File: config.mk
export PLATFORM = sky130hd
export DESIGN_NAME = mset_ctrl
export DESIGN_NICKNAME = d
export VERILOG_FILES = /design/src/rtl/mandelbrot_smooth_escape_time_core_assert.svh /design/src/rtl/mset_pkg.sv /design/src/rtl/mset_ctrl.sv
export SDC_FILE = /design/constraint.sdc
export NUM_CORES = 1
export LEC_CHECK = 0
export BUFFER_PORTS_ARGS = -buffer_cell sky130_fd_sc_hd__buf_2
export CELL_PAD_IN_SITES_DETAIL_PLACEMENT = 1
export CELL_PAD_IN_SITES_GLOBAL_PLACEMENT = 2
export CORE_ASPECT_RATIO = 0.6
export CORE_MARGIN = 5
export CORE_UTILIZATION = 27
export CTS_BUF_LIST = sky130_fd_sc_hd__clkbuf_8
export CTS_CLUSTER_SIZE = 24
export DETAILED_ROUTE_END_ITERATION = 12
export PLACE_DENSITY_LB_ADDON = 0.1
export SLEW_MARGIN = 20
export SYNTH_ARGS = -nofsm -noshare
export SYNTH_HDL_FRONTEND = slang
export SYNTH_SLANG_ARGS = --single-unit
File: constraint.sdc
create_clock -name clk_i -period 3.4 [get_ports clk_i]
set_input_delay 0.85 -clock clk_i [delete_from_list [all_inputs] [get_ports clk_i]]
set_output_delay 0.85 -clock clk_i [all_outputs]
set_load 0.03 [all_outputs]
File: src/rtl/mandelbrot_smooth_escape_time_core_assert.svh
// Assertion macros for the Mandelbrot escape-time core
`ifndef MANDELBROT_SMOOTH_ESCAPE_TIME_CORE_ASSERT_SVH
`define MANDELBROT_SMOOTH_ESCAPE_TIME_CORE_ASSERT_SVH
`ifndef SYNTH
`define MSET_ASSERT_IMP(lbl, ante, cons, msg) \
  lbl: assert property (@(posedge clk_i) disable iff (!rst_ni) (ante) |-> (cons)) \
    else $error(msg);
`define MSET_ASSERT_NXT(lbl, ante, cons, msg) \
  lbl: assert property (@(posedge clk_i) disable iff (!rst_ni) (ante) |=> (cons)) \
    else $error(msg);
`else
`define MSET_ASSERT_IMP(lbl, ante, cons, msg)
`define MSET_ASSERT_NXT(lbl, ante, cons, msg)
`endif
`endif

File: src/rtl/mset_pkg.sv
// Shared types, constants and the log2 table of the Mandelbrot escape-time core
`default_nettype none
package mset_pkg;

  localparam int FRAC_BITS      = 36;
  localparam int ITER_BITS      = 32;
  localparam int MAX_SIDE       = 4096;
  localparam int LOG_TABLE_SIZE = 256;
  localparam int LOG_BITS       = $clog2(LOG_TABLE_SIZE);
  localparam int TAB_IDX_W      = LOG_BITS + 1;
  localparam int TAB_W          = 17;

  localparam int COORD_W    = 48;
  localparam int SPAN_W     = 47;
  localparam int PIX_W      = 12;
  localparam int SIZE_W     = 13;
  localparam int ERS_W      = 16;
  localparam int Z_W        = 64;
  localparam int HALF_W     = Z_W / 2;
  localparam int SQ_W       = 62;
  localparam int MAG_W      = SQ_W + 1;
  localparam int PROD_W     = 2 * Z_W;
  localparam int DIVD_W     = PIX_W + SPAN_W;
  localparam int MAP_W      = DIVD_W + 2;
  localparam int DIV_CNT_W  = $clog2(DIVD_W + 1);
  localparam int MSB_W      = $clog2(Z_W);
  localparam int LG_W       = 24;
  localparam int Q_FRAC     = 16;
  localparam int SMOOTH_W   = 48;
  localparam int SUM_W      = 50;
  localparam int CFG_IDX_W  = 4;
  localparam int CFG_DATA_W = 48;
  localparam int MUL_STEPS  = 4;

  typedef enum logic [CFG_IDX_W-1:0] {
    REG_CENTER_X     = 4'd0,
    REG_CENTER_Y     = 4'd1,
    REG_VIEW_WIDTH   = 4'd2,
    REG_VIEW_HEIGHT  = 4'd3,
    REG_ESCAPE_RSQ   = 4'd4,
    REG_MAX_ITER     = 4'd5,
    REG_IMAGE_WIDTH  = 4'd6,
    REG_IMAGE_HEIGHT = 4'd7
  } cfg_reg_e;

  typedef enum logic [2:0] {
    MUL_MAP_X,
    MUL_MAP_Y,
    MUL_XX,
    MUL_YY,
    MUL_XY
  } mul_op_e;

  typedef enum logic [4:0] {
    S_IDLE,
    S_MAPX_MUL, S_MAPX_MULW, S_MAPX_DIV, S_MAPX_DIVW,
    S_MAPY_MUL, S_MAPY_MULW, S_MAPY_DIV, S_MAPY_DIVW,
    S_XX, S_XXW, S_YY, S_YYW, S_CHECK, S_XY, S_XYW,
    S_LOG1, S_LOG1W, S_LOG2, S_LOG2W,
    S_FINISH, S_OUT
  } state_e;

  typedef struct packed {
    logic [PIX_W-1:0] pixel_x;
    logic [PIX_W-1:0] pixel_y;
  } pixel_t;

  typedef struct packed {
    logic signed [SMOOTH_W-1:0] smooth_count;
    logic [ITER_BITS-1:0]       iterations;
    logic                       escaped;
  } result_t;

  typedef struct packed {
    logic    load_pix;
    logic    mul_start;
    mul_op_e mul_op;
    logic    div_start;
    logic    axis_y;
    logic    load_c0;
    logic    init_z;
    logic    load_xx;
    logic    load_yy;
    logic    step_z;
    logic    log_start;
    logic    log_sel;
    logic    load_h;
    logic    finish;
  } cmd_t;

  typedef struct packed {
    logic mul_done;
    logic div_done;
    logic log_done;
    logic stop;
    logic escaped;
  } status_t;

  typedef logic [TAB_W-1:0] log_tab_t [LOG_TABLE_SIZE+1];

  // log2(1+k/N) in Q16 by repeated squaring, truncated
  function automatic log_tab_t build_log_tab();
    log_tab_t        t;
    logic [63:0]     x;
    logic [TAB_W-1:0] acc;
    for (int k = 0; k < LOG_TABLE_SIZE; k++) begin
      x = ((64'(LOG_TABLE_SIZE) + 64'(k)) << 30) / LOG_TABLE_SIZE;
      acc = '0;
      for (int b = 15; b >= 0; b--) begin
        x = (x * x) >> 30;
        if (x >= (64'd2 << 30)) begin
          x = x >> 1;
          acc = acc | (TAB_W'(1) << b);
        end
      end
      t[k] = acc;
    end
    t[LOG_TABLE_SIZE] = TAB_W'(65536);
    return t;
  endfunction

  localparam log_tab_t LOG_TAB = build_log_tab();

endpackage
`default_nettype wire

File: src/rtl/mset_ctrl.sv
// Controller: sequences mapping, iteration, log steps and the result strobe
`default_nettype none
module mset_ctrl (
  input  wire logic               clk_i,
  input  wire logic               rst_ni,
  input  wire logic               start_i,
  input  wire mset_pkg::status_t  status_i,
  output mset_pkg::cmd_t          cmd_o,
  output logic                    busy_o,
  output logic                    done_o
);

  mset_pkg::state_e state_q, state_d;

  always_ff @(posedge clk_i or negedge rst_ni) begin
    if (!rst_ni) state_q <= mset_pkg::S_IDLE;
    else         state_q <= state_d;
  end

  always_comb begin
    state_d = state_q;
    cmd_o   = '0;
    unique case (state_q)
      mset_pkg::S_IDLE: begin
        if (start_i) begin
          cmd_o.load_pix = 1'b1;
          state_d = mset_pkg::S_MAPX_MUL;
        end
      end
      mset_pkg::S_MAPX_MUL: begin
        cmd_o.mul_start = 1'b1;
        cmd_o.mul_op    = mset_pkg::MUL_MAP_X;
        state_d = mset_pkg::S_MAPX_MULW;
      end
      mset_pkg::S_MAPX_MULW: begin
        if (status_i.mul_done) state_d = mset_pkg::S_MAPX_DIV;
      end
      mset_pkg::S_MAPX_DIV: begin
        cmd_o.div_start = 1'b1;
        state_d = mset_pkg::S_MAPX_DIVW;
      end
      mset_pkg::S_MAPX_DIVW: begin
        if (status_i.div_done) begin
          cmd_o.load_c0 = 1'b1;
          state_d = mset_pkg::S_MAPY_MUL;
        end
      end
      mset_pkg::S_MAPY_MUL: begin
        cmd_o.mul_start = 1'b1;
        cmd_o.mul_op    = mset_pkg::MUL_MAP_Y;
        state_d = mset_pkg::S_MAPY_MULW;
      end
      mset_pkg::S_MAPY_MULW: begin
        if (status_i.mul_done) state_d = mset_pkg::S_MAPY_DIV;
      end
      mset_pkg::S_MAPY_DIV: begin
        cmd_o.div_start = 1'b1;
        cmd_o.axis_y    = 1'b1;
        state_d = mset_pkg::S_MAPY_DIVW;
      end
      mset_pkg::S_MAPY_DIVW: begin
        cmd_o.axis_y = 1'b1;
        if (status_i.div_done) begin
          cmd_o.load_c0 = 1'b1;
          cmd_o.init_z  = 1'b1;
          state_d = mset_pkg::S_XX;
        end
      end
      mset_pkg::S_XX: begin
        cmd_o.mul_start = 1'b1;
        cmd_o.mul_op    = mset_pkg::MUL_XX;
        state_d = mset_pkg::S_XXW;
      end
      mset_pkg::S_XXW: begin
        if (status_i.mul_done) begin
          cmd_o.load_xx = 1'b1;
          state_d = mset_pkg::S_YY;
        end
      end
      mset_pkg::S_YY: begin
        cmd_o.mul_start = 1'b1;
        cmd_o.mul_op    = mset_pkg::MUL_YY;
        state_d = mset_pkg::S_YYW;
      end
      mset_pkg::S_YYW: begin
        if (status_i.mul_done) begin
          cmd_o.load_yy = 1'b1;
          state_d = mset_pkg::S_CHECK;
        end
      end
      mset_pkg::S_CHECK: begin
        if (!status_i.stop)         state_d = mset_pkg::S_XY;
        else if (status_i.escaped)  state_d = mset_pkg::S_LOG1;
        else                        state_d = mset_pkg::S_FINISH;
      end
      mset_pkg::S_XY: begin
        cmd_o.mul_start = 1'b1;
        cmd_o.mul_op    = mset_pkg::MUL_XY;
        state_d = mset_pkg::S_XYW;
      end
      mset_pkg::S_XYW: begin
        if (status_i.mul_done) begin
          cmd_o.step_z = 1'b1;
          state_d = mset_pkg::S_XX;
        end
      end
      mset_pkg::S_LOG1: begin
        cmd_o.log_start = 1'b1;
        state_d = mset_pkg::S_LOG1W;
      end
      mset_pkg::S_LOG1W: begin
        if (status_i.log_done) begin
          cmd_o.load_h = 1'b1;
          state_d = mset_pkg::S_LOG2;
        end
      end
      mset_pkg::S_LOG2: begin
        cmd_o.log_start = 1'b1;
        cmd_o.log_sel   = 1'b1;
        state_d = mset_pkg::S_LOG2W;
      end
      mset_pkg::S_LOG2W: begin
        if (status_i.log_done) state_d = mset_pkg::S_FINISH;
      end
      mset_pkg::S_FINISH: begin
        cmd_o.finish = 1'b1;
        state_d = mset_pkg::S_OUT;
      end
      mset_pkg::S_OUT: begin
        state_d = mset_pkg::S_IDLE;
      end
      default: state_d = mset_pkg::S_IDLE;
    endcase
  end

  assign busy_o = state_q != mset_pkg::S_IDLE;
  assign done_o = state_q == mset_pkg::S_OUT;

endmodule
`default_nettype wire

## Word level (Yosys, flattened, before mapping)

Index checks and enable logic that the tools add are counted.
Widths: inputs -> output; s select.

| word-level totals | value |
|---|---|
| bits of input ports | 8 |
| register bits after elaboration | 5 |
| logic and storage cells | 69 |

| operators by class | value |
|---|---|
| mux-type cells | 31 |
| reductions and logical operators | 6 |
| equal/unequal tests | 31 |

Operator list:

| kind | count |
|---|---|
| $pmux 5 s21 | 1 |
| $mux 5 | 11 |
| $eq 5x4->1 const B | 8 |
| $eq 5x5->1 const B | 6 |
| $eq 5x3->1 const B | 4 |
| $ne 2x2->1 const B | 10 |
| $pmux 4 s5 | 1 |
| $mux 1 | 15 |
| $eq 5x2->1 const B | 2 |
| $reduce_and 10->1 | 1 |
| $reduce_or 2->1 | 3 |
| $eq 5x1->1 const B | 1 |
| $logic_not 5->1 | 1 |
| $reduce_bool 5->1 | 1 |
| $mux 3 | 1 |
| $mux 2 | 1 |
| $pmux 1 s2 | 1 |

## Longest topological paths before layout

| depth | value |
|---|---|
| depth in word-level cells | 3 |
| depth in mapped cells | 6 |
| gate-level depth less buffers | 5 |

## Worst setup path before layout

Ideal clock, no wire load.

| timing | value |
|---|---|
| path type | input-to-output |
| start | in status_i[4] (netlist name) |
| end | out cmd_o[6] (netlist name) |
| required time | 2.550 ns |
| arrival time | 1.912 ns |
| slack | 0.638 ns |
| stages on the path | 2 |
| buffers on the path | 0 |
| cells stage by stage | nand2_1 > nor4b_1 |

RTL lines:

| item | line | RTL |
|---|---|---|
| start: declaration | mset_ctrl.sv:7 | `input wire mset_pkg::status_t status_i,` |
| end: declaration | mset_ctrl.sv:8 | `output mset_pkg::cmd_t cmd_o,` |

==> reports/qor.yml <==
crit_slowest_cell: "dfrtp_1"
cts_resized: 0
rrSetupSlack_ns: 1.27
synth_cell_types: 37
syn2layout_area_growth_pct: 25.9
clk_latency_ns: 0.23
fin_nets: 121
synth_area_per_cell_sq_um: 6.79
numClockSinks: 5
root_buffer: "clkbuf_8"
synth_ff_type: "dfrtp_1"
required_ns: 2.55
synth-seq-area-share: 0.198
cts_hold_buf: 0
synth-edff-count: 0
cp_max_fo: 20
die_area_sq_mm: 0.00344
dp_slack_ns: 0.966
fin_tns_setup_ns: 0
reg.largest.list: "state_q (5)"
powerDensity_mw_per_mm2: 1050
io_buffers: 25
core_area_sq_mm: 0.00220
layout_common_cells: "buf_2, nor2_1, nand2_1"
pin_count: 26
arrival_ns: 1.86
numCtsBuffers: 3
cts_buffer_depth: 2
crit_chain: "or2_4 > nor4b_1 > buf_2"
tightest_slew_ns: 0.630
fp.dieH_microns: 47.5
whs_ns: 0.430
regArea_sq_um: 125
fin_crit_ns: 2.71
hpwl_mm: 1.63
drive_gt1_frac: 0.295
period_share: 0.796
p_total_mw: 0.833
hold_viol: 0
fin_area_sq_um: 796
grtUsageTotal: 0.145
top_register: "state_q"
drv_slew: 0
cpPeakStageDelay_ns: 0.60
syn_inst: 93
fin_worst_skew_ns: 0.000392
irDropWorstVdd_uv: 267
startpoint_type: "register"
vias: 761
clkSlewWorstSetupHoldPaths_ns: 0.04
htree_levels: 1
final_common_cell: "buf_2"
die_w_microns: 72.5
drc_errors: 0
fillers: 298
reg2reg_from: "state_q[1]$_DFFE_PN0P_"
critPathKind: "reg2out"
grt_pass1_vias: 760
synth_seq_cells: 5
start_util: 0.288
insertedDiodeCount: 0
synthArstFlopShare: 1.00
r2r_cells: 5
antenna_found_initial: 0
core.rowCount: 13
yosys_warnings: 0
synth_nets: 101
grt_max_degree: 23
min_path_type: "in2async"
maxCapViolCount: 0
cts_tree: "done"
ant_nets: 0
drtIter0Drc: 46
routed_via_density: 5.36
power.leakage_nw: 0.372
wl_per_cell_microns: 15.9
r2r_end: "state_q[1]$_DFFE_PN0P_"
run_status: "finished, final reports clean"
postCtsSetupRepairBufs: 0
setup_slack_ns: 0.694
max_slew_margin: 0.580
placed_cell_area_sq_um: 751
rsz0062_at_grt: "no"
setup_viol: 0
wl_mm: 2.25
setup.worst_path.end_class: "primary output"
firstDrtPassIters: 4
largest_register_ffs: 5
netlist_area_sq_um: 632
gp_congestion: 0.679
clock.fmax_ghz: 0.370
multi_input_area_sq_um: 455
grt_overflow: 0
cp_top_family: "simple AND/OR/NAND/NOR gates"
crit_buf_inv: 1
grt_first_pass_wirelength_mm: 3.69
-- cells by family (layout without fill, tap and decap cells) --
group / Yosys count / after routing / share of synthesized area
AOI/OAI and AO/OA: 20 / 20 / 0.218
DFF: 5 / 5 / 0.198
xor gates and xnor gates: 1 / 1 / 0.0139
buffers and inverters: 12 / 31 / 0.0812
and+or+nand+nor: 55 / 55 / 0.489
-- synthesized netlist by cell type (all sizes together) (3+ instances only) --
library cell,number,area (sq um)
nor2,15,56.3
clkbuf,6,22.5
o21ai,6,30.0
a21oi,5,25.0
dfrtp,5,125
nor3,6,35.0
buf,4,21.3
nand2,9,33.8
nand2b,4,25.0
nand3,3,15.0
-- per-stage QoR --
step	instances	util
floorplan	93	-
global placement	138	0.342
detailed placement	138	0.342
CTS	142	0.362
global route	142	0.362
finish	142	0.362
-- power by group --
part	switching [mW]	internal, mW	total [mW]
Clock	0.0336	0.0778	0.111
Sequential	0.147	0.0865	0.234
Combinational	0.299	0.189	0.488
Total	0.480	0.353	0.833
-- worst reg2reg max path, delay by kind of cell, from the launching register on --
family           cells  cell delay, ns
AO/OA/AOI/OAI        2            0.43
AND/OR/NAND/NOR      3            0.97
flip-flops           1            0.60
-- worst max-delay path by stage --
stage / start / end / slack (ns) / cells past startpoint
floorplan: status_i[4] / cmd_o[6] / 0.64 / 2
global placement: state_q[1]$_DFFE_PN0P_ / cmd_o[6] / 0.93 / 4
detailed placement: state_q[0]$_DFFE_PN0P_ / cmd_o[8] / 0.97 / 3
CTS: state_q[0]$_DFFE_PN0P_ / cmd_o[8] / 0.72 / 3
global route: state_q[3]$_DFFE_PN0P_ / cmd_o[14] / 0.58 / 4
finish: state_q[1]$_DFFE_PN0P_ / cmd_o[8] / 0.69 / 3
-- layer usage --
layer / vias up / track usage / wire length [microns]
li1: 373 / - / -
met1: 354 / 0.207 / 1180
met2: 29 / 0.190 / 865
met3: 5 / 0.0440 / 169
met4: 0 / 0.0846 / 41
met5: - / 0 / 0
-- cell type report --
type,count,share of cell area
repair buffers,25,0.157
clock buffers,3,0.0519
inverters,2,0.00943
clock inverters,1,0.00472
multi-input cells,76,0.572
flip-flops and latches,5,0.157
well taps,30,0.0472
Note: power is estimated with default switching activity, not from simulation.
